--- config.mk ---
export PLATFORM = sky130hd
export DESIGN_NAME = sdpg_div
export DESIGN_NICKNAME = d
export VERILOG_FILES = /design/src/rtl/core/sdpg_pkg.sv /design/src/rtl/core/sdpg_div.sv
export SDC_FILE = /design/constraint.sdc
export NUM_CORES = 2
export LEC_CHECK = 0
export ABC_CLOCK_PERIOD_IN_PS = 14100
export BUFFER_PORTS_ARGS = -buffer_cell sky130_fd_sc_hd__buf_2
export CAP_MARGIN = 20
export CELL_PAD_IN_SITES_DETAIL_PLACEMENT = 1
export CELL_PAD_IN_SITES_GLOBAL_PLACEMENT = 2
export CORE_MARGIN = 3
export CORE_UTILIZATION = 46
export DETAILED_ROUTE_END_ITERATION = 10
export PLACE_DENSITY = 0.82
export SYNTH_ARGS = -nofsm -noshare
export SYNTH_HDL_FRONTEND = slang
export SYNTH_SLANG_ARGS = --single-unit
--- constraint.sdc ---
create_clock -name clock -period 14.1 [get_ports clock]
set_input_delay 0.705 -clock clock [delete_from_list [all_inputs] [get_ports clock]]
set_output_delay 0.705 -clock clock [all_outputs]
set_load 0.1 [all_outputs]
--- src/rtl/core/sdpg_pkg.sv ---
// Shared types and constants for the stereo distance pan gain core.
// Used by every module of the core; depends on nothing.
`default_nettype none

package sdpg_pkg;

   // Fixed-point scale: Q1.16 fractions, 65536 is 1.0.
   localparam logic [16:0] Q_ONE = 17'h10000;

   // Angles in 1/64 degree.
   localparam logic [14:0] DEG180_U = 15'd11520;
   localparam logic signed [15:0] DEG90 = 16'sd5760;
   localparam logic signed [15:0] DEG180 = 16'sd11520;
   localparam logic signed [15:0] DEG360 = 16'sd23040;

   // Reciprocal of 45/512 in Q20, floor(2^29/45), for the pan scaling.
   localparam logic [23:0] PAN_RECIP = 24'd11930464;
   localparam logic [5:0] PAN_DIV = 6'd45;

   // Reciprocal of 255 in Q24, floor(2^24/255), for the mixer scaling.
   localparam logic [16:0] VOL_RECIP = 17'd65793;
   localparam logic [7:0] VOL_DIV = 8'd255;
   localparam logic [16:0] VOL_SAT = 17'd32640;
   localparam logic [7:0] MIX_MAX = 8'd128;

   localparam logic [6:0] PAN_SCALE = 7'd127;
   localparam logic [7:0] PAN_SPAN = 8'd254;

   // Quotient bits produced by each divider pipeline.
   localparam int QBITS = 16;

   // Reset values of the configuration registers.
   localparam logic [19:0] ATTEN_START_RST = 20'd4096;
   localparam logic [19:0] ATTEN_END_RST = 20'd32400;
   localparam logic [7:0] MASTER_VOLUME_RST = 8'd255;

   typedef enum logic [1:0] {
      CSR_ATTEN_START   = 2'd0,
      CSR_ATTEN_END     = 2'd1,
      CSR_MASTER_VOLUME = 2'd2
   } csr_index_type;

   // How the distance gain is formed.
   typedef enum logic [1:0] {
      GAIN_FULL = 2'd0,
      GAIN_ZERO = 2'd1,
      GAIN_DIV  = 2'd2
   } gain_mode_type;

   typedef struct packed {
      logic        absolute_mode;
      logic        spatial_enabled;
      logic        attenuate;
      logic        tracking;
      logic [19:0] distance;
      logic [14:0] angle;
      logic [16:0] channel_volume;
   } req_type;

   typedef struct packed {
      logic [7:0] mix_level;
      logic [7:0] left_level;
      logic [7:0] right_level;
      logic       pan_valid;
   } rsp_type;

   // Per-request side information carried along the pipeline.
   typedef struct packed {
      logic          absolute;
      gain_mode_type gmode;
      logic          ip_full;
      logic          damp;
      logic          pan_neg;
      logic [16:0]   pan_mag;
      logic [16:0]   cv;
   } ctx_type;

   typedef struct packed {
      logic [19:0] num;
      logic [19:0] den;
      ctx_type     ctx;
   } div_in_type;

   typedef struct packed {
      logic [15:0] quo;
      ctx_type     ctx;
   } div_out_type;

endpackage

`default_nettype wire

--- src/rtl/core/sdpg_div.sv ---
// Pipelined fractional divider: one quotient bit per stage, num below den.
// Depends on sdpg_pkg.
`default_nettype none

module sdpg_div (
   input  wire logic                   clock,
   input  wire logic                   reset,
   input  wire logic                   in_valid,
   output logic                        in_ready,
   input  wire sdpg_pkg::div_in_type   in_data,
   output logic                        out_valid,
   input  wire logic                   out_ready,
   output sdpg_pkg::div_out_type       out_data
);

   localparam int N = sdpg_pkg::QBITS;

   logic [N-1:0]  v_ff;
   logic [N:0]    en;
   logic [19:0]   rem_ff [N];
   logic [19:0]   den_ff [N];
   logic [N-1:0]  quo_ff [N];
   sdpg_pkg::ctx_type ctx_ff [N];

   assign en[N] = out_ready;
   assign in_ready = en[0];

   for (genvar gi = 0; gi < N; gi++) begin : g_stage
      logic [19:0] r_src, d_src;
      logic [N-1:0] q_src;
      sdpg_pkg::ctx_type c_src;
      logic v_src;
      logic [20:0] t, t_sub;
      logic ge;

      if (gi == 0) begin : g_first
         assign r_src = in_data.num;
         assign d_src = in_data.den;
         assign q_src = '0;
         assign c_src = in_data.ctx;
         assign v_src = in_valid;
      end else begin : g_next
         assign r_src = rem_ff[gi-1];
         assign d_src = den_ff[gi-1];
         assign q_src = quo_ff[gi-1];
         assign c_src = ctx_ff[gi-1];
         assign v_src = v_ff[gi-1];
      end

      // A stage moves when it is empty or the next one moves.
      assign en[gi] = ~v_ff[gi] | en[gi+1];

      // Shift the remainder and subtract the divisor where it fits.
      assign t = {r_src, 1'b0};
      assign ge = t >= {1'b0, d_src};
      assign t_sub = t - {1'b0, d_src};

      always_ff @(posedge clock) begin
         if (reset) begin
            v_ff[gi] <= 1'b0;
         end else if (en[gi]) begin
            v_ff[gi] <= v_src;
         end
      end

      always_ff @(posedge clock) begin
         if (en[gi]) begin
            rem_ff[gi] <= ge ? t_sub[19:0] : t[19:0];
            den_ff[gi] <= d_src;
            quo_ff[gi] <= {q_src[N-2:0], ge};
            ctx_ff[gi] <= c_src;
         end
      end
   end

   assign out_valid = v_ff[N-1];
   assign out_data.quo = quo_ff[N-1];
   assign out_data.ctx = ctx_ff[N-1];

endmodule

`default_nettype wire

# Yosys cells after proc, flatten, opt, wreduce, memory -nomap -nowiden
# Memory sizes are Yosys's and may differ from the RTL's.
# Index checks and enable logic that the tools add are counted.
[totals] register_bits=16 ram_bits=1536 input_bits=84 output_inout_bits=58 wordCells=132 mem_count=4
[memory_table] name="ctx_ff" words=16 width=40 read_ports=16 rd_ports_with_merged_regs=0 wr=16 line="sdpg_div.sv:23" text="sdpg_pkg::ctx_type ctx_ff [N];"
[memory_table] name="den_ff" words=16 width=20 read_ports=15 rd_ports_with_merged_regs=0 wr=16 line="sdpg_div.sv:21" text="logic [19:0] den_ff [N];"
[memory_table] name="rem_ff" words=16 width=20 read_ports=15 rd_ports_with_merged_regs=0 wr=16 line="sdpg_div.sv:20" text="logic [19:0] rem_ff [N];"
[memory_table] name="quo_ff" words=16 width=16 read_ports=16 rd_ports_with_merged_regs=0 wr=16 line="sdpg_div.sv:22" text="logic [N-1:0] quo_ff [N];"
[op_classes] addsub=16 order_cmp=16 muxes=48 n_bitwise=32
[op_table] operator="$ge A21 B20 Y1" n=16
[op_table] operator="$mux W20" n=16
[op_table] operator="$sub A20 B20 Y20" n=16
[op_table] operator="$mux W1" n=32
[op_table] operator="$not A1 Y1" n=16
[op_table] operator="$or A1 B1 Y1" n=16

# Depth between registers and ports, before layout
[depth] word_depth=19 depth_mapped=13 ltp_nobuf=11

# Worst setup path after synthesis
# No wires, ideal clock.
[synth_timing] path_kind="reg2reg" from="register v_ff[15] (netlist: out_valid)" to="memory ctx_ff[0][0] (netlist name) (enable)" setup_time_ns=1.300 arrival_ns=12.358 required_ns=12.800 path_slack_ns=0.442 stages_incl_launch_ff=11 path_buffers=1 period_less_slack_ns=13.658 cell_sequence="dfxtp_1 and2b_1 inv_1 nor2_1 and2_1 buf_2 nand4_1 nor2_1 nand4_1 nor2_2 nand3_1"
[synth_rtl] element="start, declared" line="sdpg_div.sv:18" text="logic [N-1:0] v_ff;"
[synth_rtl] element="start signal, assigned by index" line="sdpg_div.sv:62" text="v_ff[gi] <= v_src;"
[synth_rtl] element="end, declared" line="sdpg_div.sv:23"

# Final worst setup path
[layout_timing] from="register v_ff[15] (netlist: out_valid)" to="output in_ready"
[layout_via] elab_chain_len=17
[layout_lines] element="$not A1 Y1" line="sdpg_div.sv:51" text="assign en[gi] = ~v_ff[gi] | en[gi+1];"
[layout_lines] element="$or A1 B1 Y1" line="sdpg_div.sv:51"
[layout_lines] element="net en[15]" line="sdpg_div.sv:19" text="logic [N:0] en;"
[layout_lines] element="$or A1 B1 Y1 (8 in a row)" line="sdpg_div.sv:51"
[layout_lines] element="net en[7]" line="sdpg_div.sv:19"
[layout_lines] element="$or A1 B1 Y1 (4 in a row)" line="sdpg_div.sv:51"
[layout_lines] element="net en[3]" line="sdpg_div.sv:19"
[layout_lines] element="$or A1 B1 Y1 (3 in a row)" line="sdpg_div.sv:51"
[layout_lines] element="end, declared" line="sdpg_div.sv:9" text="output logic in_ready,"
# The timed path passes the listed nets, and every way through them passes these cells.

==> flow_summary.yaml <==
job:
  max-cap-violations: 0
sta:
  fin_worst_skew_ns: 0.0283
  rsz0062_at_grt: "no"
  finalCriticalPeriod_ns: 5.74
  max-slew-margin-rel_pct: 27.0
  timing_worst_slew_pin_value_ns: 1.10
  final_hold_violating_endpoints: 0
  fin_tns_setup_ns: 0
  timing_limited_maximum_frequency_mhz: 174
  report.final.slew_viol_count: 0
  timing.final.crit_share_pct: 40.7
  setup_viol: 0
finish:
  register_area_um2: 41600
  nFillCells: 12600
  final_cells: 6255
  area_delta_synth_final_pct: 12.5
  layout_common_cells: "1376 x sky130_fd_sc_hd__edfxtp_1, 424 x sky130_fd_sc_hd__inv_1, 319 x sky130_fd_sc_hd__ha_1"
  footprint_of_the_multi_input_gates_um2: 17000
  layout.cells.most_common: "sky130_fd_sc_hd__edfxtp_1"
  finalNetCount: 4810
  layout-drive-gt1-share_pct: 13.3
drt:
  detail_route.vias_per_cell: 5.31
  dr_total_vias: 33200
  drc_markers: 0
  routed_wl_mm: 134
  dr.first_iter.drc_count: 2190
  detailed_route_wire_length_per_cell_um: 21.4
  antenna_left: 0
  drt_pre_antenna_iters: 7
synthesis:
  synth.distinct_cells: 90
  seq_area_frac_synth_pct: 68.6
  ys_seq_elements: 1392
  synth_async_sr_flop_share_pct: 0
  netlist_instances: 4161
  synth_area_um2: 60700
  post_synth.cell_area_avg_um2: 14.6
  yosysWarnings: 0
  ys.flop_type: "sky130_fd_sc_hd__edfxtp_1"
  synth_edf_count: 1376
  synthesis.nets: 4579
power:
  switchingPower_w: 0.00481
  power_w: 0.0147
  pwr-share-comb_pct: 32.6
  power_leakage_nw: 27.1
  sequentialPowerShare_pct: 41.5
  p_sw_share_pct: 32.6
  powerDensity_nw_per_um2: 216
  total_internal_power_w: 0.00993
  power.clock.fraction_pct: 25.9
  ir_worst_vdd_uv: 103
placed_design:
  place_congestion: 0.820
  numPortBuffers: 141
  dp_hpwl_mm: 95.8
  placed_cells_incl_taps: 5984
floorplan:
  die_h_um: 369
  dieArea_um2: 136000
  number_of_rows_in_the_core_area: 132
  fp.coreArea_um2: 130000
  initial_core_utilization_pct: 46.6
  die_w_um: 369
  floorplan.io_pins: 142
clock_tree:
  tritoncts: "built"
  worstSkewPairLatency_ns: 0.77
  cts-root-buf: "sky130_fd_sc_hd__clkbuf_16"
  post_cts_buffers: 0
  cts-root-to-sink-buffers: 3
  cts_sinks: 1392
  cts.htree.levels: 4
  cts.repair.resized: 0
  tritoncts.num_buffers: 143
  post_cts_hold_buffer_count: 0
  cts.reportedPaths.clkPinSlew_ns: 0.06
global_route:
  antenna_violations_before_repair: 8
  grt_overflow: 0
  grt_start_max_net_pins: 87
  grt_use_total_pct: 19.7
  grt_pass1_wl_mm: 206
  grt_pass1_vias: 35600
worst_setup_path:
  cp-end-kind: "output port"
  r2r_end: "ctx_ff[0][36]"
  timing.critical_path.arrival_ns: 5.03
  type_of_origin_of_the_critical_path: "register"
  reg2reg_depth: 14
  worst-path-max-fanout: 57
  critical_path_class: "register to output port"
  reg2reg_from: "out_valid"
  cp_data_required_time_ns: 13.40
  r2r_slack_ns: 9.29
worst_hold_path:
  holdPathEnd: "ctx_ff[0][18]"
  hold_path.class: "input port to register"
  min_delay_path_depth: 1
  hold_start: "in_data[18]"
run_status:
  outcome: "completed"
==> power by group through the flow <==
stage | logic, W | clock network, W | registers, W
final | 0.00480 | 0.00382 | 0.00612
after global routing | 0.00536 | 0.00409 | 0.00619
after CTS | 0.00483 | 0.00393 | 0.00614
after detailed placement | 0.00477 | 0 | 0.00621
after global placement | 0.00464 | 0 | 0.00617
after floorplan | 0.00363 | 0 | 0.00605
==> worst max-delay path by stage <==
stage	start	to	slack, ns	depth (start not counted)
final	out_valid	in_ready	8.36	13
after global routing	out_valid	in_ready	8.03	13
after CTS	out_valid	in_ready	8.29	13
after detailed placement	out_ready	ctx_ff[0][43]	8.71	13
after global placement	out_ready	ctx_ff[0][43]	8.91	13
after floorplan	out_valid	ctx_ff[0][0]	0.44	10
==> synthesized netlist by cell type, drive strengths merged (4+ instances only) <==
cell type  instances  area (um^2)
a211oi            25          193
and4               7         61.3
a2111oi            9         80.1
and3              10         62.6
o22ai              4         25.0
nor3              45          225
or4                4         30.0
nand2            172          656
inv              431         1620
edfxtp          1376        41300
nand2b            41          264
clkbuf            19         71.3
o31a              16          140
or2               11         68.8
a21boi            19          143
or3                9         56.3
nor2b             37          231
xor2              68          596
a31oi             23          150
nand3             52          260
dfxtp             16          320
o41ai              8          115
nand3b             5         37.5
a21o              80          601
o21a              57          428
mux2             178         2020
nand4b             7         61.3
buf               68          478
fa                15          300
nand4             52          325
and2              12         75.1
a211o             11         96.3
nor4              12         75.1
a21oi            245         1230
o221ai             7         61.3
o21bai            24          180
mux2i             14          140
a221oi             8         76.3
o211ai            10         75.1
nor2             248          933
xnor2            153         1340
ha               319         3990
o21ai            166          842
o31ai             25          221
==> metrics by stage <==
stage	setup slack (ns)	hold WS (ns)	cell area (um^2)	util, %
after detailed placement	8.71	0.405	63300	48.6
after CTS	8.29	0.0407	68100	52.3
final	8.36	0.112	68200	52.4
after floorplan	0.442	0.400	60700	-
after global placement	8.91	0.400	63300	48.6
after global routing	8.03	0.0711	68200	52.4
==> critical path: stages (launching register included) <==
cell                      delay, ns
sky130_fd_sc_hd__dfxtp_1       0.34
sky130_fd_sc_hd__and2b_1       0.29
sky130_fd_sc_hd__inv_2         0.05
sky130_fd_sc_hd__buf_4         0.38
sky130_fd_sc_hd__nor2_1        0.36
sky130_fd_sc_hd__and2_1        0.48
sky130_fd_sc_hd__nand4_1       0.16
sky130_fd_sc_hd__buf_4         0.30
sky130_fd_sc_hd__nor2_1        0.64
sky130_fd_sc_hd__nand4_1       0.21
sky130_fd_sc_hd__buf_4         0.27
sky130_fd_sc_hd__nor2_2        0.33
sky130_fd_sc_hd__nand3_4       0.13
sky130_fd_sc_hd__buf_2         0.31
==> metal layers <==
layer | GRT usage, % | vias up | routed length (um)
met1 | 23.2 | 16500 | 54100
li1 | - | 15900 | -
met5 | 0 | - | 0
met4 | 6.69 | 0 | 3930
met2 | 36.4 | 577 | 71300
met3 | 2.98 | 208 | 4570
==> registers in the layout (all words and copies together) (netlist names) <==
register / cells
ctx_ff: 640
den_ff: 300
g_stage.v_src: 15
out_valid: 1
quo_ff: 136
rem_ff: 300
==> final cells by class <==
| cell class | instances | area share, % |
|---|---|---|
| sequential | 1392 | 61.0 |
| multi-input combinational | 2251 | 24.9 |
| clock buffer | 169 | 5.46 |
| tap | 1742 | 3.19 |
| inverter | 431 | 2.38 |
| timing repair buffer | 173 | 1.53 |
| clock inverter | 95 | 1.53 |
| antenna | 2 | 0.00733 |
==> cells by family (layout without fill, tap and decap cells) <==
kind of cell,count (synthesis),in the layout,synth area share (%)
AND/OR/NAND/NOR,729,729,5.71
adder cells (fa/ha/maj),334,334,7.07
AO/OA/AOI/OAI,775,775,8.28
buffers and inverters,518,868,3.57
other,0,2,0
multiplexers,192,192,3.56
XOR/XNOR,221,221,3.19
flip-flops,1392,1392,68.6
No activity file was read; power rests on OpenSTA's default activity.
