### config.mk
export PLATFORM = sky130hd
export DESIGN_NAME = sdpg_back
export DESIGN_NICKNAME = d
export VERILOG_FILES = /design/src/rtl/core/sdpg_pkg.sv /design/src/rtl/core/sdpg_back.sv
export SDC_FILE = /design/constraint.sdc
export NUM_CORES = 2
export LEC_CHECK = 0
export BUFFER_PORTS_ARGS = -buffer_cell sky130_fd_sc_hd__buf_2
export CORE_UTILIZATION = 38
export DETAILED_ROUTE_END_ITERATION = 16
export PLACE_DENSITY_LB_ADDON = 0.15
export REMOVE_ABC_BUFFERS = 1
export SYNTH_ARGS = -nofsm -noshare
export SYNTH_HDL_FRONTEND = slang
export SYNTH_SLANG_ARGS = --single-unit
### constraint.sdc
create_clock -name clock -period 12.39 [get_ports clock]
set_input_delay 1.8585 -clock clock [delete_from_list [all_inputs] [get_ports clock]]
set_output_delay 1.8585 -clock clock [all_outputs]
set_load 0.03 [all_outputs]
### src/rtl/core/sdpg_pkg.sv
// Shared types and constants for the stereo distance pan gain core.
// Used by every module of the core; depends on nothing.
`default_nettype none

package sdpg_pkg;

   // Fixed-point scale: Q1.16 fractions, 65536 is 1.0.
   localparam logic [16:0] Q_ONE = 17'h10000;

   // Angles in 1/64 degree.
   localparam logic [14:0] DEG180_U = 15'd11520;
   localparam logic signed [15:0] DEG90 = 16'sd5760;
   localparam logic signed [15:0] DEG180 = 16'sd11520;
   localparam logic signed [15:0] DEG360 = 16'sd23040;

   // Reciprocal of 45/512 in Q20, floor(2^29/45), for the pan scaling.
   localparam logic [23:0] PAN_RECIP = 24'd11930464;
   localparam logic [5:0] PAN_DIV = 6'd45;

   // Reciprocal of 255 in Q24, floor(2^24/255), for the mixer scaling.
   localparam logic [16:0] VOL_RECIP = 17'd65793;
   localparam logic [7:0] VOL_DIV = 8'd255;
   localparam logic [16:0] VOL_SAT = 17'd32640;
   localparam logic [7:0] MIX_MAX = 8'd128;

   localparam logic [6:0] PAN_SCALE = 7'd127;
   localparam logic [7:0] PAN_SPAN = 8'd254;

   // Quotient bits produced by each divider pipeline.
   localparam int QBITS = 16;

   // Reset values of the configuration registers.
   localparam logic [19:0] ATTEN_START_RST = 20'd4096;
   localparam logic [19:0] ATTEN_END_RST = 20'd32400;
   localparam logic [7:0] MASTER_VOLUME_RST = 8'd255;

   typedef enum logic [1:0] {
      CSR_ATTEN_START   = 2'd0,
      CSR_ATTEN_END     = 2'd1,
      CSR_MASTER_VOLUME = 2'd2
   } csr_index_type;

   // How the distance gain is formed.
   typedef enum logic [1:0] {
      GAIN_FULL = 2'd0,
      GAIN_ZERO = 2'd1,
      GAIN_DIV  = 2'd2
   } gain_mode_type;

   typedef struct packed {
      logic        absolute_mode;
      logic        spatial_enabled;
      logic        attenuate;
      logic        tracking;
      logic [19:0] distance;
      logic [14:0] angle;
      logic [16:0] channel_volume;
   } req_type;

   typedef struct packed {
      logic [7:0] mix_level;
      logic [7:0] left_level;
      logic [7:0] right_level;
      logic       pan_valid;
   } rsp_type;

   // Per-request side information carried along the pipeline.
   typedef struct packed {
      logic          absolute;
      gain_mode_type gmode;
      logic          ip_full;
      logic          damp;
      logic          pan_neg;
      logic [16:0]   pan_mag;
      logic [16:0]   cv;
   } ctx_type;

   typedef struct packed {
      logic [19:0] num;
      logic [19:0] den;
      ctx_type     ctx;
   } div_in_type;

   typedef struct packed {
      logic [15:0] quo;
      ctx_type     ctx;
   } div_out_type;

endpackage

`default_nettype wire

### src/rtl/core/sdpg_back.sv
// Back stages: gain selection, rear damping, volume scaling and pan levels.
// Depends on sdpg_pkg.
`default_nettype none

module sdpg_back (
   input  wire logic                   clock,
   input  wire logic                   reset,
   input  wire logic [7:0]             master_volume,
   input  wire logic                   in_valid,
   output logic                        in_ready,
   input  wire sdpg_pkg::div_out_type  in_data,
   output logic                        out_valid,
   input  wire logic                   out_ready,
   output sdpg_pkg::rsp_type           out_data
);

   logic [5:0] v_ff;
   logic [6:0] en;

   assign en[6] = out_ready;
   for (genvar gi = 0; gi < 6; gi++) begin : g_en
      assign en[gi] = ~v_ff[gi] | en[gi+1];
   end
   assign in_ready = en[0];

   always_ff @(posedge clock) begin
      if (reset) begin
         v_ff <= '0;
      end else begin
         if (en[0]) v_ff[0] <= in_valid;
         if (en[1]) v_ff[1] <= v_ff[0];
         if (en[2]) v_ff[2] <= v_ff[1];
         if (en[3]) v_ff[3] <= v_ff[2];
         if (en[4]) v_ff[4] <= v_ff[3];
         if (en[5]) v_ff[5] <= v_ff[4];
      end
   end

   sdpg_pkg::ctx_type c1_ff, c2_ff, c3_ff, c4_ff;
   logic [16:0] g1_ff, g2_ff;
   logic [33:0] p3_ff;
   logic [41:0] p4_ff;
   logic        abs5_ff, sat5_ff;
   logic [14:0] t5_ff;
   logic [7:0]  q5_ff, right5_ff;

   // Stage one: pick the gain.
   logic [16:0] g_sel;
   always_comb begin
      case (in_data.ctx.gmode)
         sdpg_pkg::GAIN_FULL: g_sel = sdpg_pkg::Q_ONE;
         sdpg_pkg::GAIN_DIV:  g_sel = {1'b0, in_data.quo};
         default:             g_sel = 17'd0;
      endcase
   end

   // Stage two: sounds from behind are damped by (1 + |pan|) / 2.
   logic [34:0] damp_prod;
   assign damp_prod = {18'd0, g1_ff} * ({18'd0, sdpg_pkg::Q_ONE} + {18'd0, c1_ff.pan_mag});

   // Stage five: scale to the mixer range and form the pan levels.
   logic [16:0] t;
   logic [31:0] vq_prod;
   logic [17:0] pan_off;
   logic [24:0] pan_prod;
   always_comb begin
      t = p4_ff[41:25];
      vq_prod = {17'd0, t[14:0]} * {15'd0, sdpg_pkg::VOL_RECIP};
      pan_off = c4_ff.pan_neg ? {1'b0, sdpg_pkg::Q_ONE} - {1'b0, c4_ff.pan_mag}
                              : {1'b0, sdpg_pkg::Q_ONE} + {1'b0, c4_ff.pan_mag};
      pan_prod = {7'd0, pan_off} * {18'd0, sdpg_pkg::PAN_SCALE};
   end

   // Stage six: one correction step for the division by 255.
   logic [15:0] q255;
   logic [14:0] vol_rem;
   logic [7:0]  vol;
   always_comb begin
      q255 = {8'd0, q5_ff} * {8'd0, sdpg_pkg::VOL_DIV};
      vol_rem = t5_ff - q255[14:0];
      if (sat5_ff)
         vol = sdpg_pkg::MIX_MAX;
      else if (vol_rem >= {7'd0, sdpg_pkg::VOL_DIV})
         vol = q5_ff + 8'd1;
      else
         vol = q5_ff;
   end

   always_ff @(posedge clock) begin
      if (en[0]) begin
         c1_ff <= in_data.ctx;
         g1_ff <= g_sel;
      end
      if (en[1]) begin
         c2_ff <= c1_ff;
         g2_ff <= c1_ff.damp ? damp_prod[33:17] : g1_ff;
      end
      if (en[2]) begin
         c3_ff <= c2_ff;
         p3_ff <= {17'd0, c2_ff.cv} * {17'd0, g2_ff};
      end
      if (en[3]) begin
         c4_ff <= c3_ff;
         p4_ff <= {8'd0, p3_ff} * {34'd0, master_volume};
      end
      if (en[4]) begin
         abs5_ff   <= c4_ff.absolute;
         sat5_ff   <= t >= sdpg_pkg::VOL_SAT;
         t5_ff     <= t[14:0];
         q5_ff     <= vq_prod[31:24];
         right5_ff <= pan_prod[23:16];
      end
      if (en[5]) begin
         out_data.mix_level   <= vol;
         out_data.right_level <= abs5_ff ? 8'd0 : right5_ff;
         out_data.left_level  <= abs5_ff ? 8'd0 : sdpg_pkg::PAN_SPAN - right5_ff;
         out_data.pan_valid   <= ~abs5_ff;
      end
   end

   assign out_valid = v_ff[5];

endmodule

`default_nettype wire

## Word-level counts from Yosys, hierarchy flattened

Cells that the tools add are included.

| operators by class | value |
|---|---|
| add/subtract/negate cells | 6 |
| reduce and logical (&&, ||, !) cells | 1 |
| bitwise gates (word level) | 13 |
| $lt $le $gt $ge | 2 |
| multipliers | 6 |
| shifts and indexed selects | 0 |
| equal/unequal tests | 1 |
| mux-type cells | 4 |
| div/mod/pow operators | 0 |

Operators with widths:

| kind | number |
|---|---|
| $mul 34x8->42 | 1 |
| $add 17x17->18 const A | 2 |
| $mul 17x17->34 | 1 |
| $mul 17x18->34 | 1 |
| $pmux 17 s2 | 1 |
| $mul 15x17->32 const B | 1 |
| $mul 18x7->24 const B | 1 |
| $mux 18 | 1 |
| $sub 17x17->18 const A | 1 |
| $ge 17x15->1 const B | 1 |
| $mux 17 | 1 |
| $ge 15x8->1 const B | 1 |
| $mul 8x8->15 const B | 1 |
| $sub 15x15->15 | 1 |
| $add 8x1->8 const B | 1 |
| $mux 8 | 1 |
| $sub 8x8->8 const A | 1 |
| $not 1->1 | 7 |
| $or 1x1->1 | 6 |
| $eq 2x2->1 const B | 1 |
| $logic_not 2->1 | 1 |

| storage, ports and cells | value |
|---|---|
| output and inout port bits | 27 |
| register bits after elaboration | 285 |
| memories | 0 |
| input bits | 68 |
| word-level logic and storage cells | 67 |
| RAM bits | 0 |
| bits in read-only memories | 0 |
| latch bits | 0 |

## Longest topological paths before layout

| depth | value |
|---|---|
| depth in word-level cells | 7 |
| depth in mapped cells | 25 |
| gate-level depth less buffers | 25 |

## Least setup slack after synthesis

Ideal clock, no wire load.

| path | value |
|---|---|
| path type | input to register |
| start point | in master_volume[2] |
| end point | reg p4_ff[35] (data pin) |
| slack | 5.748 ns |
| library setup time | 0.265 ns |
| buffers on the path | 1 |
| data required time | 12.125 ns |
| arrival | 6.376 ns |
| cell stages on the path | 19 |
| cells stage by stage | clkbuf_1 > and2_1 > fa_1 > inv_1 > fa_1 > fa_1 > fa_1 > inv_1 > ha_1 > a21o_1 > a21o_1 > a21oi_1 > o21ai_1 > o21bai_1 > a211oi_1 > o21ai_1 > a21oi_1 > nor4_1 > or3_1 |

| between the ends | value |
|---|---|
| longest elaborated chain between the ends | 1 |

RTL lines:

| element | RTL line | RTL |
|---|---|---|
| start: declaration | sdpg_back.sv:8 | `input wire logic [7:0] master_volume,` |
| $mul 34x8->42 | sdpg_back.sv:104 | `p4_ff <= {8'd0, p3_ff} * {34'd0, master_volume};` |
| end signal: assignment | sdpg_back.sv:104 |  |
| end: declaration | sdpg_back.sv:42 | `logic [41:0] p4_ff;` |

No other way between the ends.
A chain may end at the register's enable or synchronous reset.

## Worst setup path after layout

| path | value |
|---|---|
| start point | reg g1_ff[6] |
| end point | reg g2_ff[16] (data pin) |

| between the ends | value |
|---|---|
| longest elaborated chain between the ends | 2 |

RTL lines:

| element | RTL line | RTL |
|---|---|---|
| start: declaration | sdpg_back.sv:40 | `logic [16:0] g1_ff, g2_ff;` |
| start signal: assignment | sdpg_back.sv:92 | `g1_ff <= g_sel;` |
| $mul 17x18->34 | sdpg_back.sv:59 | `assign damp_prod = {18'd0, g1_ff} * ({18'd0, sdpg_pkg::Q_ONE} + {18'd0, c1_ff.pan_mag});` |
| $mux 17 | sdpg_back.sv:96 | `g2_ff <= c1_ff.damp ? damp_prod[33:17] : g1_ff;` |
| end signal: assignment | sdpg_back.sv:96 |  |
| end: declaration | sdpg_back.sv:40 |  |

No other way between the ends.

==> flow_summary.json <==
{
  "outcome": "finished, final reports clean",
  "final_max_slew_viol_count": 0,
  "cts_tree": "done",
  "syn-mean-instance-area_um2": 10.1,
  "start_util_pct": 38.4,
  "finalHoldViolCount": 0,
  "routedWlPerCell_um": 16.0,
  "grt.total_usage_pct": 17.0,
  "cts_resized": 0,
  "synth_most_common_cell": "inv_1",
  "grt_max_degree": 57,
  "arrival_ns": 7.72,
  "yosys.area.top_type": "fa_1",
  "synth_area_um2": 39900,
  "synthArstFlopShare_pct": 0,
  "io_buffers": 93,
  "place_congestion": 0.804,
  "drv_cap": 0,
  "post_cts_buffers": 0,
  "fillers": 10300,
  "rsz0062_at_grt": "no",
  "clock_sinks": 259,
  "syn_inst": 3946,
  "clk_latency_ns": 0.58,
  "grt_pass1_vias": 27500,
  "clk_path_buf_depth": 3,
  "pre_cts_ws_ns": 4.81,
  "synth_edf_count": 253,
  "slew_headroom_pct": 28.1,
  "max_freq_ghz": 0.135,
  "rows": 118,
  "layout-area-overhead-vs-synth_pct": 7.92,
  "clkTransAtPathRegs_ns": 0.07,
  "antenna_found_initial": 2,
  "dp_hpwl_um": 66700,
  "drtIter0Drc": 838,
  "synth_common_cells": "925 x inv_1, 754 x fa_1, 519 x nand2_1",
  "ys_seq_area_share_pct": 19.3,
  "hp-class": "reg -> reg",
  "multi_input_area_um2": 28300,
  "dieArea_um2": 106000,
  "startpoint": "g1_ff[6]",
  "grt_pass1_wl_um": 145000,
  "reg2reg_slack_ns": 4.96,
  "seq_area_um2": 7720,
  "vias": 25100,
  "cp.required_ns": 12.68,
  "worstMarginPinSlew_ns": 1.08,
  "routed_via_density": 4.66,
  "overflow": 0,
  "synth.area.top_cells": "fa_1 38%, edfxtp_1 19%, ha_1 12%",
  "drcViolationCount": 0,
  "num-nets-final": 5188,
  "critPathMaxFanout": 20,
  "finClkSkew_ns": 0.0235,
  "synth-main-ff-cell": "edfxtp_1",
  "start_kind": "register",
  "placed_area_um2": 41900,
  "cts_hold_buf": 0,
  "htreeDepth": 2,
  "setup_tns_ns": 0,
  "cts_root_buffer": "clkbuf_16",
  "setup_viol": 0,
  "drive_gt1_share_pct": 5.04,
  "core_um2": 104000,
  "setup_slack_ns": 4.96,
  "synth_top_cell_area_share_pct": 37.8,
  "firstDrtPassIters": 7,
  "post-route-cell-area_um2": 43100,
  "yosys_warnings": 0,
  "wl_um": 86400,
  "reg2reg_from": "g1_ff[6]",
  "io-pin-count": 95,
  "period_needed_ns": 7.43,
  "cts_buffers": 36,
  "ant_nets": 0,
  "hp-start": "c3_ff[20]",
  "period_share_pct": 60.0,
  "yosys.cell_types.count": 73,
  "crit_type": "reg -> reg",
  "timing.hold.ws_ns": 0.404,
  "die_h_um": 326,
  "synth-seq-cells": 259,
  "end_kind": "register",
  "die_w_um": 326
}
==> stage by stage <==
step / cells / utilization, %
after floorplan: 3828 / -
after global placement: 5325 / 40.3
after detailed placement: 5325 / 40.3
after CTS: 5390 / 41.5
after global routing: 5390 / 41.5
final: 5392 / 41.5
==> worst paths after layout <==
kind	to	cells past startpoint
worst min register to register	c4_ff[20]	0
worst max register to register	g2_ff[16]	22
worst max-delay path	g2_ff[16]	22
worst min-delay path	c4_ff[20]	0
==> placed cells by master (no fill, tap or decap), types with 13 or more instances in the layout <==
cell type / count
inv_1: 925
fa_1: 754
nand2_1: 518
and2_1: 385
ha_1: 383
edfxtp_1: 253
buf_2: 93
xnor2_1: 81
nor2_1: 73
a21oi_1: 71
a21o_1: 44
clkbuf_16: 37
nand3_1: 27
xor2_1: 26
nand2b_1: 25
buf_4: 23
nor2b_1: 21
o21ai_0: 21
nor3_1: 20
o21ai_1: 19
nand4_1: 18
and3_1: 14
mux2_2: 13
==> area by class of cell <==
cell class / count / share of cell area (%)
antenna: 2 / 0.0116
clock buffer: 41 / 2.18
clock inverter: 24 / 0.610
inverter: 925 / 8.06
multi-input combinational: 2644 / 65.7
sequential: 259 / 17.9
tap: 1380 / 4.01
timing repair buffer: 117 / 1.53
==> kinds of logic (layout without fill, tap and decap cells) <==
kind of cell,after synthesis,in the layout,share of synthesized area [%]
and+or+nand+nor,1139,1139,14.1
xor gates and xnor gates,107,107,2.35
AOI/OAI and AO/OA,237,237,3.94
muxes,21,21,0.571
adders and majority gates,1137,1137,49.8
DFF,259,259,19.3
buffers and inverters,1045,1107,9.84
other,1,5,0.00940
==> routing by layer <==
layer,track usage (%),share of wire [%],routed length (um)
met4,3.26,1.4,1240
met1,23.6,47,41000
met5,0,0.015,13
met3,2.27,3.7,3230
met2,28.6,47,41000
==> state kept, by name (all words and copies together) (netlist names) <==
signal and flops:
q5_ff 8, p4_ff 17, c3_ff 19, abs5_ff 1
right5_ff 8, g2_ff 17, g1_ff 17, p3_ff 34
c2_ff 36, sat5_ff 1, v_ff 6, c4_ff 19
out_data 24, c1_ff 37, t5_ff 15
==> critical path: stages (launching register included) <==
cell and delay (ns):
edfxtp_1 0.79, and2_1 0.37, fa_1 0.50, inv_1 0.06
fa_1 0.61, fa_1 0.45, fa_1 0.52, inv_1 0.06
fa_1 0.53, inv_1 0.05, fa_1 0.52, inv_1 0.04
ha_1 0.31, a2111oi_0 0.36, nand2_1 0.11, o211ai_1 0.38
a21oi_1 0.25, o21ai_1 0.24, nand3_1 0.18, a211oi_1 0.30
xnor2_1 0.20, mux2i_1 0.21, a21oi_1 0.08
Power is not shown: default switching activity piles up to over one toggle a cycle in this logic, so the estimate is an artifact.
