`config.mk`:
```
export PLATFORM = sky130hd
export DESIGN_NAME = sdpg_mid
export DESIGN_NICKNAME = d
export VERILOG_FILES = /design/src/rtl/core/sdpg_pkg.sv /design/src/rtl/core/sdpg_mid.sv
export SDC_FILE = /design/constraint.sdc
export NUM_CORES = 1
export LEC_CHECK = 0
export BUFFER_PORTS_ARGS = -buffer_cell sky130_fd_sc_hd__buf_2
export CAP_MARGIN = 20
export CORE_MARGIN = 1
export CORE_UTILIZATION = 45
export CTS_CLUSTER_SIZE = 28
export DETAILED_ROUTE_END_ITERATION = 12
export GPL_ROUTABILITY_DRIVEN = 1
export PLACE_DENSITY = 0.86
export SYNTH_ARGS = -nofsm -noshare
export SYNTH_HDL_FRONTEND = slang
export SYNTH_SLANG_ARGS = --single-unit
```
`constraint.sdc`:
```
create_clock -name clock -period 4.2 [get_ports clock]
set_clock_uncertainty 0.2 [all_clocks]
set_input_delay 0.84 -clock clock [delete_from_list [all_inputs] [get_ports clock]]
set_output_delay 0.84 -clock clock [all_outputs]
set_load 0.01 [all_outputs]
```
`src/rtl/core/sdpg_pkg.sv`:
```
// Shared types and constants for the stereo distance pan gain core.
// Used by every module of the core; depends on nothing.
`default_nettype none

package sdpg_pkg;

   // Fixed-point scale: Q1.16 fractions, 65536 is 1.0.
   localparam logic [16:0] Q_ONE = 17'h10000;

   // Angles in 1/64 degree.
   localparam logic [14:0] DEG180_U = 15'd11520;
   localparam logic signed [15:0] DEG90 = 16'sd5760;
   localparam logic signed [15:0] DEG180 = 16'sd11520;
   localparam logic signed [15:0] DEG360 = 16'sd23040;

   // Reciprocal of 45/512 in Q20, floor(2^29/45), for the pan scaling.
   localparam logic [23:0] PAN_RECIP = 24'd11930464;
   localparam logic [5:0] PAN_DIV = 6'd45;

   // Reciprocal of 255 in Q24, floor(2^24/255), for the mixer scaling.
   localparam logic [16:0] VOL_RECIP = 17'd65793;
   localparam logic [7:0] VOL_DIV = 8'd255;
   localparam logic [16:0] VOL_SAT = 17'd32640;
   localparam logic [7:0] MIX_MAX = 8'd128;

   localparam logic [6:0] PAN_SCALE = 7'd127;
   localparam logic [7:0] PAN_SPAN = 8'd254;

   // Quotient bits produced by each divider pipeline.
   localparam int QBITS = 16;

   // Reset values of the configuration registers.
   localparam logic [19:0] ATTEN_START_RST = 20'd4096;
   localparam logic [19:0] ATTEN_END_RST = 20'd32400;
   localparam logic [7:0] MASTER_VOLUME_RST = 8'd255;

   typedef enum logic [1:0] {
      CSR_ATTEN_START   = 2'd0,
      CSR_ATTEN_END     = 2'd1,
      CSR_MASTER_VOLUME = 2'd2
   } csr_index_type;

   // How the distance gain is formed.
   typedef enum logic [1:0] {
      GAIN_FULL = 2'd0,
      GAIN_ZERO = 2'd1,
      GAIN_DIV  = 2'd2
   } gain_mode_type;

   typedef struct packed {
      logic        absolute_mode;
      logic        spatial_enabled;
      logic        attenuate;
      logic        tracking;
      logic [19:0] distance;
      logic [14:0] angle;
      logic [16:0] channel_volume;
   } req_type;

   typedef struct packed {
      logic [7:0] mix_level;
      logic [7:0] left_level;
      logic [7:0] right_level;
      logic       pan_valid;
   } rsp_type;

   // Per-request side information carried along the pipeline.
   typedef struct packed {
      logic          absolute;
      gain_mode_type gmode;
      logic          ip_full;
      logic          damp;
      logic          pan_neg;
      logic [16:0]   pan_mag;
      logic [16:0]   cv;
   } ctx_type;

   typedef struct packed {
      logic [19:0] num;
      logic [19:0] den;
      ctx_type     ctx;
   } div_in_type;

   typedef struct packed {
      logic [15:0] quo;
      ctx_type     ctx;
   } div_out_type;

endpackage

`default_nettype wire

```
`src/rtl/core/sdpg_mid.sv`:
```
// Turns the distance fraction into the roll-off numerator and divisor.
// Depends on sdpg_pkg.
`default_nettype none

module sdpg_mid (
   input  wire logic                   clock,
   input  wire logic                   reset,
   input  wire logic                   in_valid,
   output logic                        in_ready,
   input  wire sdpg_pkg::div_out_type  in_data,
   output logic                        out_valid,
   input  wire logic                   out_ready,
   output sdpg_pkg::div_in_type        out_data
);

   logic v_ff;
   logic [16:0] ip;
   sdpg_pkg::ctx_type ctx;

   assign in_ready = ~v_ff | out_ready;

   // The fraction is exactly 1.0 when the distance sits at the range end.
   always_comb begin
      ip = in_data.ctx.ip_full ? sdpg_pkg::Q_ONE : {1'b0, in_data.quo};
      ctx = in_data.ctx;
      if (in_data.ctx.gmode == sdpg_pkg::GAIN_DIV && ip == 17'd0)
         ctx.gmode = sdpg_pkg::GAIN_FULL;
   end

   always_ff @(posedge clock) begin
      if (reset) begin
         v_ff <= 1'b0;
      end else if (in_ready) begin
         v_ff <= in_valid;
      end
   end

   // Gain is (1 - x) / (1 + 8x): numerator stays below divisor unless x is 0.
   always_ff @(posedge clock) begin
      if (in_ready) begin
         out_data.num <= {3'd0, sdpg_pkg::Q_ONE - ip};
         out_data.den <= {3'd0, sdpg_pkg::Q_ONE} + {ip, 3'd0};
         out_data.ctx <= ctx;
      end
   end

   assign out_valid = v_ff;

endmodule

`default_nettype wire

```
Word-level counts from Yosys, hierarchy flattened
Index checks and enable logic that the tools add are counted.
- $add $sub $neg: 2
- multiply operators: 0
- div/mod/pow operators: 0
- order comparisons: 0
- eq/ne operators: 1
- shift-type cells: 0
- muxes and demuxes: 1
- bitwise gates (word level): 2
- reduce and logical (&&, ||, !) cells: 2
- operator list (kind ; count):
    $add A17 B20 Y20 const A ; 1
    $logic_not A17 Y1 ; 1
    $mux W17 ; 1
    $sub A17 B17 Y17 const A ; 1
    $eq A2 B2 Y1 const B ; 1
    $logic_and A1 B1 Y1 ; 1
    $not A1 Y1 ; 1
    $or A1 B1 Y1 ; 1
- bits in registers: 78
- latch bits: 0
- bits in writable memories: 0
- ROM bits: 0
- memories: 0

Longest topological paths before layout
Gate-level depths: netlist of the first run.
- depth in word-level cells: 3
- mapped depth: 10

Least setup slack after synthesis of the first run
Ideal clock, no wire load.
- path type: input to output
- from: in out_ready
- to: out in_ready
- arrival time: 2713 ps
- data required time: 3160 ps
- path slack: 447 ps
- stages on the path: 1
- path buffers: 0
- cells stage by stage: nand2b_1
- cells in the longest elaborated chain, start to end: 1
- RTL lines (what ; RTL line ; source):
    start, declared ; sdpg_mid.sv:12 ; input wire logic out_ready,
    $or A1 B1 Y1 ; sdpg_mid.sv:20 ; assign in_ready = ~v_ff | out_ready;
    end, declared ; sdpg_mid.sv:9 ; output logic in_ready,
Every way passes these cells.

Worst setup path in the final report of the first run
- from: in in_data[36] (netlist bit)
- to: reg out_data[38] (netlist bit), data pin
- cells in the longest elaborated chain, start to end: 3
- RTL lines (what ; RTL line ; source):
    start, declared ; sdpg_mid.sv:10 ; input wire sdpg_pkg::div_out_type in_data,
    $mux W17 ; sdpg_mid.sv:24 ; ip = in_data.ctx.ip_full ? sdpg_pkg::Q_ONE : {1'b0, in_data.quo};
    $logic_not A17 Y1 ; sdpg_mid.sv:26 ; if (in_data.ctx.gmode == sdpg_pkg::GAIN_DIV && ip == 17'd0)
    $logic_and A1 B1 Y1 ; sdpg_mid.sv:26 ;
    end, declared ; sdpg_mid.sv:13 ; output sdpg_pkg::div_in_type out_data
Every way passes these cells.
A chain may end at the register's enable or synchronous reset.

==> results of run 1 <==
through the flow:
stage | utilization, % | setup WS (ps)
floorplan | - | 447
global placement | 59.9 | 1300
detailed placement | 59.9 | 1180
CTS | 62.7 | 1520
global route | 62.7 | 1310
finish | 62.7 | 1510
registers in the layout, indices dropped and copies added, names as in the netlist:
register and count:
out_data 73, out_valid 1
cell usage in the layout, fill, tap and decap left out, drive strengths merged, types with 2 or more instances in the layout:
master  count
nor2       10
nand3       4
buf       137
clkbuf     13
o31ai       2
ha          4
o21ai       2
conb        6
clkinv      3
o21a        3
nand2b      2
edfxtp     73
nor2b      11
inv        10
nand2      13
xnor2       5
nor4        4
a21oi       6
nor3        4
kinds of logic (layout without fill, tap and decap cells):
kind of cell | after synthesis | after routing | synth area share, %
XOR/XNOR | 6 | 6 | 1.83
AO/OA/AOI/OAI | 21 | 21 | 5.32
other | 1 | 6 | 0.131
buffers and inverters | 22 | 164 | 3.84
multiplexers | 1 | 1 | 0.392
flip-flops | 74 | 74 | 77.1
AND/OR/NAND/NOR | 50 | 50 | 9.64
adder cells (fa/ha/maj) | 4 | 4 | 1.74
area by class of cell:
type,count,area (µm²),area share [%]
clock buffer,13,149,3.94
timing repair buffer,137,691,18.3
multi-input combinational,88,573,15.2
inverter,11,41.3,1.09
sequential,74,2210,58.6
tap,75,93.8,2.48
clock inverter,3,17.5,0.464
metal layers:
metal / part of all wire (%) / wire [µm]
met1: 38 / 2420
met2: 52 / 3310
met3: 8.6 / 547
met4: 1.5 / 98
met5: 0 / 0
power by group through the flow:
stage	Sequential, W	Combinational, W	Clock (W)
6_report	0.000893	0.000193	0.000462
2_1_floorplan	0.000945	0.0000581	0
5_1_grt	0.000900	0.000212	0.000505
4_1_cts	0.000894	0.000195	0.000474
3_3_place_gp	0.000909	0.000188	0
3_5_place_dp	0.000910	0.000194	0
path summary, 6_finish.rpt:
path	from	endpoint	slack [ps]	depth (start not counted)
worst max-delay path	in_data[36]	out_data[38]	1510	9
worst min-delay path	reset	out_valid	460	2
worst max register to register	out_valid	out_data[45]	2480	2
worst min register to register	out_valid	out_valid	910	3
cells in the mapped netlist:
library cell	n
mux2_2	1
inv_1	10
nor3_1	4
nor4_1	3
nand3_1	3
a41o_1	1
buf_2	1
or4_4	1
xnor2_1	5
clkbuf_1	3
o21a_1	3
nand3_2	1
o21bai_1	1
a22oi_1	1
nor2b_1	11
a21boi_0	1
nor2_1	10
o31ai_2	1
a21oi_1	6
buf_4	7
dfxtp_1	1
and4bb_2	1
edfxtp_1	73
conb_1	1
a211oi_2	1
nor4_4	1
o31a_1	1
nand2b_1	2
o32a_1	1
ha_1	4
o22ai_1	1
clkinv_1	1
nand2_1	13
xor2_1	1
o21ai_0	2
o31ai_1	1
==> results.yml, run 1 <==
placed_design:
  placedCellCount: 385
  placed_area_mm2: 0.00361
  post-dp-hpwl_mm: 4.69
  io_buffers: 135
  routabilityCongestion: 0.799
power:
  internal_power_w: 0.00119
  swShare_pct: 23.3
  ir_worst_vdd_mv: 0.206
  sequentialPowerShare_pct: 57.7
  clkPwrFrac_pct: 29.9
  powerDensity_mw_per_mm2: 410
  p_total_w: 0.00155
  p_sw_w: 0.000361
  pwr-share-comb_pct: 12.5
  leakagePower_nw: 1.68
global_route:
  track_usage_pct: 19.2
  antenna_found_initial: 0
  grt_pass1_vias: 1825
  grt_overflow_total: 0
  grt.busiest_layer: "met2"
  grt_max_degree: 75
  met2_usage_pct: 33.4
  met3_usage_pct: 5.00
  met1_usage_pct: 21.5
  grt_pass1_wl_mm: 9.15
yosys:
  synth.distinct_cells: 36
  synthesis.instances: 179
  ys_seq_elements: 74
  synth_area_leaders: "edfxtp_1 76%, nor2b_1 2.4%, buf_4 1.8%, ha_1 1.7%, nand2_1 1.7%"
  synth_top_area_cell: "edfxtp_1"
  synth.avg_cell_area_um2: 16.0
  synth_top_cell_area_share_pct: 76.4
  syn_area_mm2: 0.00287
  yosys_warnings: 0
  yosysSeqAreaShare_pct: 77.1
worst_setup_path:
  cp.required_ps: 4070
  cpLargestDelayFamily: "compound AO/OA/AOI/OAI gates"
  cp_max_fo: 11
  crit_chain: "buf_2 -> clkinv_1 -> nand2_1 -> ha_1 -> o21a_1 -> nand3_2 -> o31ai_2 -> ha_1 -> a21boi_0"
  arrival_ps: 2560
  cp-end-kind: "flop"
  cp_common_cell: "ha_1"
  crit_path_start_kind: "primary input"
  crit_path_max_incr_delay_ps: 370
  crit_slowest_cell: "o21a_1"
  critPathKind: "primary input to flop"
  crit_buf_inv: 2
finish:
  layout-drive-gt1-share_pct: 48.5
  fill_cells: 454
  fin_nets: 385
  stdcell_count: 401
  diodes: 0
  area_growth_pct: 31.7
  final_area_mm2: 0.00378
cts:
  ctsHoldBuffers: 0
  cts_buffer_depth: 2
  cts.sinks: 74
  cts_root_buf: "clkbuf_8"
  cts_tree: "yes"
  post-cts-setup-buffers: 0
  ctsResizeCount: 0
  numCtsBuffers: 9
  htreeDepth: 3
  clkTransAtPathRegs_ps: 70
  worstSkewPairLatency_ps: 320
die:
  ioPinCount: 142
  core-area_mm2: 0.00603
  fp.dieH_um: 81.8
  rows: 28
  start_util_pct: 47.6
  dieArea_mm2: 0.00670
  die_w_um: 81.8
job:
  maxCapViolCount: 0
sta:
  holdWs_ps: 464
  final_min_period_over_clock_period_pct: 64.0
  maxSlewHeadroom_pct: 40.1
  rsz0062_at_grt: "false"
  slew_viol_final: 0
  hold_viol: 0
  fin_crit_ps: 2690
  setup_viol: 0
  tns_ps: 0
  max_slew.worst_pin.slew_ps: 898
  fmax_mhz: 372
route:
  via_per_inst: 4.89
  final_antenna_net_count: 0
  wl_mm: 6.38
  drtIter0Drc: 70
  num_vias: 1961
  drc: 0
  wl_per_cell_um: 15.9
  first_pass_iters: 4
run_status:
  status: "finished, final reports clean"
min_path:
  holdCritPathClass: "primary input to flop"
(Power assumes the default switching activity.)
==> run 2, diff against run 1 <==
Clock period 4.2 ns to 2.6 ns, I/O delays scaled along.
==> run 2 against run 1 <==
Against the previous run: cell count increased by 1.2%; critical path type unchanged; register-to-register slack worse by 1400 ps; total power rose by 76%; critical endpoint unchanged; flip-flop and latch count unchanged; critical path depth down 2; clock-buffer cell count down 3; setup slack got worse by 1100 ps; combinational power rose by 66%; die area did not move.
==> results.yml, run 2 (synthesized netlist as in run 1, its figures left out) <==
finish:
  final_common_cell: "buf_2"
  multi_input_area_um2: 573
  diodes: 0
  area_growth_pct: 34.8
  fin_nets: 390
  mostFrequentLayoutCells: "135 x buf_2, 73 x edfxtp_1, 13 x nand2_1, 11 x nor2b_1"
  stdcell_count: 406
  seqCellArea_mm2: 0.00221
  top_register: "out_data"
  layout-drive-gt1-share_pct: 49.8
  largest_register_ffs: 73
  final_util_pct: 64.2
  fill_cells: 455
route:
  final_antenna_net_count: 0
  wl_mm: 6.95
  num_vias: 2034
  drtIter0Drc: 85
  drc: 0
  via_per_inst: 5.01
  wl_per_cell_um: 17.1
  first_pass_iters: 4
cts:
  cts_tree: "yes"
  cts_buffer_depth: 2
  clkTransAtPathRegs_ps: 80
  ctsHoldBuffers: 0
  numCtsBuffers: 9
  post-cts-setup-buffers: 0
  ctsResizeCount: 0
  htreeDepth: 3
  worstSkewPairLatency_ps: 340
  cts_root_buf: "clkbuf_8"
  cts.sinks: 74
worst_setup_path:
  r2r_start: "out_valid"
  crit_chain: "buf_2 -> or4_4 -> nor4_4 -> nand3_2 -> o31ai_2 -> ha_1 -> a21boi_0"
  crit_buf_inv: 1
  cpLargestDelayFamily: "simple AND/OR/NAND/NOR gates"
  crit_path_start_kind: "primary input"
  arrival_ps: 2110
  cp_max_fo: 5
  crit_path_max_incr_delay_ps: 560
  critPathKind: "primary input to flop"
  crit_slowest_cell: "or4_4"
  cp-end-kind: "flop"
  worst_r2r_endpoint: "out_data[68]"
  reg2regPathDepth: 2
  r2r_setup_slack_ps: 1100
  cp.required_ps: 2480
die:
  core-area_mm2: 0.00603
  ioPinCount: 142
  dieArea_mm2: 0.00670
  die_w_um: 81.8
  rows: 28
  start_util_pct: 47.6
  fp.dieH_um: 81.8
placed_design:
  io_buffers: 135
  routabilityCongestion: 0.857
  placedCellCount: 390
  post-dp-hpwl_mm: 5.12
min_path:
  hold_start: "reset"
  whs_endpoint: "out_valid"
  holdCritPathClass: "primary input to flop"
  min_path_cells: 2
sta:
  fmax_mhz: 450
  slew_viol_final: 0
  rsz0062_at_grt: "false"
  fin_crit_ps: 2220
  hold_viol: 0
  maxSlewHeadroom_pct: 48.3
  setup_viol: 0
  tns_ps: 0
  final_min_period_over_clock_period_pct: 85.5
  max_slew.worst_pin.slew_ps: 776
job:
  maxCapViolCount: 0
global_route:
  antenna_found_initial: 0
  grt_max_degree: 32
  grt_pass1_wl_mm: 9.89
  track_usage_pct: 21.3
  grt_pass1_vias: 1982
  grt_overflow_total: 0
power:
  leakagePower_nw: 1.73
  ir_worst_vdd_mv: 0.446
  powerDensity_mw_per_mm2: 707
run_status:
  status: "finished, final reports clean"
[run 2: final cells by class]
cell class | instances | area share (%)
flip-flops and latches | 74 | 57.2
multi-input cells | 88 | 14.8
clock buffers | 10 | 3.30
repair buffers | 142 | 18.8
clock inverters | 6 | 2.36
well taps | 75 | 2.43
inverters | 11 | 1.07
[run 2: worst max-delay path by stage]
stage                            from      endpoint  cells after the start
after floorplan           in_data[36]  out_data[38]                     10
after global placement    in_data[47]  out_data[38]                      7
after detailed placement  in_data[47]  out_data[38]                      7
after CTS                 in_data[47]  out_data[38]                      7
after global routing      in_data[47]  out_data[38]                      7
final                     in_data[47]  out_data[38]                      7
[run 2: power by group]
part	internal [W]	switching, W	leakage (nW)
combinational	0.000133	0.000187	0.850
sequential	0.00142	0.0000264	0.774
clock	0.000544	0.000424	0.110
[run 2: routing by layer]
layer  track usage [%]  vias to the layer above  routed length (µm)
met2              38.1                      110                3700
met1              21.9                      964                2450
met3              5.78                       18                 620
li1                  -                      942                   -
met4              13.0                        0                 184
met5                 0                        -                   0
[run 2: per-stage QoR]
step	worst slack, ps	instance area (µm²)	total power, W	hold slack [ps]
global route	276	3870	0.00284	114
finish	376	3870	0.00273	129
floorplan	20.7	2890	0.00162	389
CTS	395	3870	0.00275	110
detailed placement	43.7	3650	0.00179	479
global placement	117	3650	0.00177	473
==> run 3, diff against run 2 <==
Settings changed: SETUP_SLACK_MARGIN set to 0.4.
==> run 3 against run 2 <==
Against the previous run: worst hold slack improved by 16 ps; utilization fell by 0.66 points; design area fell by 1.0%; via count fell by 1.7%; die area did not move; clock-buffer cell count did not move; critical path type unchanged; critical endpoint unchanged; maximum frequency rose by 4.8%; clock power fell by 23%; largest power group unchanged; highest routed layer unchanged; total power fell by 8.5%; first-iteration DRC count fell by 14%; setup slack improved by 100 ps; routed wire length fell by 6.1%.
==> results.yml, run 3 (synthesized netlist as in run 1, its figures left out) <==
route:
  num_vias: 1999
  via_per_inst: 4.92
  final_antenna_net_count: 0
  drtIter0Drc: 73
  wl_mm: 6.52
  drc: 0
  first_pass_iters: 4
  wl_per_cell_um: 16.1
finish:
  seqCellArea_mm2: 0.00221
  layout-drive-gt1-share_pct: 49.8
  top_register: "out_data"
  final_common_cell: "buf_2"
  area_growth_pct: 33.4
  multi_input_area_um2: 573
  largest_register_ffs: 73
  fin_nets: 390
  fill_cells: 473
  mostFrequentLayoutCells: "135 x buf_2, 73 x edfxtp_1, 13 x nand2_1, 11 x nor2b_1"
  diodes: 0
  final_util_pct: 63.5
worst_setup_path:
  critPathKind: "primary input to flop"
  arrival_ps: 2000
  r2r_setup_slack_ps: 1090
  worst_r2r_endpoint: "out_data[20]"
  crit_path_start_kind: "primary input"
  r2r_start: "out_valid"
  cp-end-kind: "flop"
  cp_max_fo: 4
  cp.required_ps: 2480
  reg2regPathDepth: 2
  crit_end: "out_data[38]"
  startpoint: "in_data[47]"
global_route:
  antenna_found_initial: 0
  grt_pass1_wl_mm: 9.20
  track_usage_pct: 19.3
  grt_pass1_vias: 1864
  grt_max_degree: 50
  grt_overflow_total: 0
sta:
  hold_viol: 0
  rsz0062_at_grt: "true"
  tns_ps: 0
  final_min_period_over_clock_period_pct: 81.6
  setup_ws_ps: 478
  slew_viol_final: 0
  setup_viol: 0
  fmax_mhz: 471
  holdWs_ps: 145
  fin_crit_ps: 2120
die:
  ioPinCount: 142
  dieArea_mm2: 0.00670
  rows: 28
  fp.dieH_um: 81.8
  die_w_um: 81.8
  start_util_pct: 47.6
  core-area_mm2: 0.00603
cts:
  htreeDepth: 3
  cts.sinks: 74
  post-cts-setup-buffers: 0
  worstSkewPairLatency_ps: 330
  cts_tree: "yes"
  clkTransAtPathRegs_ps: 80
  cts_buffer_depth: 2
  ctsResizeCount: 0
  cts_root_buf: "clkbuf_8"
  ctsHoldBuffers: 0
  numCtsBuffers: 9
power:
  ir_worst_vdd_mv: 0.349
  powerDensity_mw_per_mm2: 654
  leakagePower_nw: 1.71
job:
  maxCapViolCount: 0
placed_design:
  io_buffers: 135
  post-dp-hpwl_mm: 4.93
  pre_cts_ws_ps: 127
  routabilityCongestion: 0.779
run_status:
  status: "finished, final reports clean"
min_path:
  holdCritPathClass: "primary input to flop"
-- run 3: cell count changes in the layout (fill, tap and decap cells not counted) --
| cell | previous run | this run |
|---|---|---|
| bufinv_16 | 2 | 0 |
| clkinv_2 | 1 | 3 |
| clkinv_4 | 3 | 1 |
| clkinvlp_4 | 0 | 2 |
| buf_12 | 0 | 1 |
| buf_4 | 7 | 6 |
-- run 3: worst min-delay path by stage --
stage	to	depth (start not counted)	startpoint	slack [ps]
3_3_place_gp	out_valid	2	reset	470
3_5_place_dp	out_valid	2	reset	490
6_report	out_valid	2	reset	150
4_1_cts	out_valid	2	reset	130
2_1_floorplan	out_valid	1	reset	390
5_1_grt	out_valid	2	reset	140
-- run 3: critical path, cell delays in order --
cell	delay (ps)
buf_2	130
or4_4	560
nor4_4	210
nand3_2	140
o31ai_2	200
ha_1	170
a21boi_0	70
-- run 3: cell type report --
cell class	count	area share [%]
clock inverters	6	0.883
multi-input cells	88	15.0
repair buffers	142	19.4
clock buffers	10	3.33
flip-flops and latches	74	57.8
well taps	75	2.45
inverters	11	1.21
-- run 3: per-layer routing --
metal,track usage (%),up-vias,routed length (µm)
met5,0,-,0
met4,10.0,0,137
met3,4.56,13,588
met2,35.2,116,3470
met1,20.5,929,2330
li1,-,941,-
-- run 3: report_power, final --
group	leakage (nW)	internal [W]	switching, W
sequential	0.774	0.00142	0.0000246
combinational	0.859	0.000135	0.000183
clock	0.0795	0.000338	0.000403
-- run 3: through the flow --
stage	cell area [µm²]	power (W)	std cells
floorplan	2900	0.00162	184
global placement	3670	0.00178	390
detailed placement	3670	0.00179	390
CTS	3830	0.00252	406
global route	3830	0.00261	406
finish	3830	0.00250	406
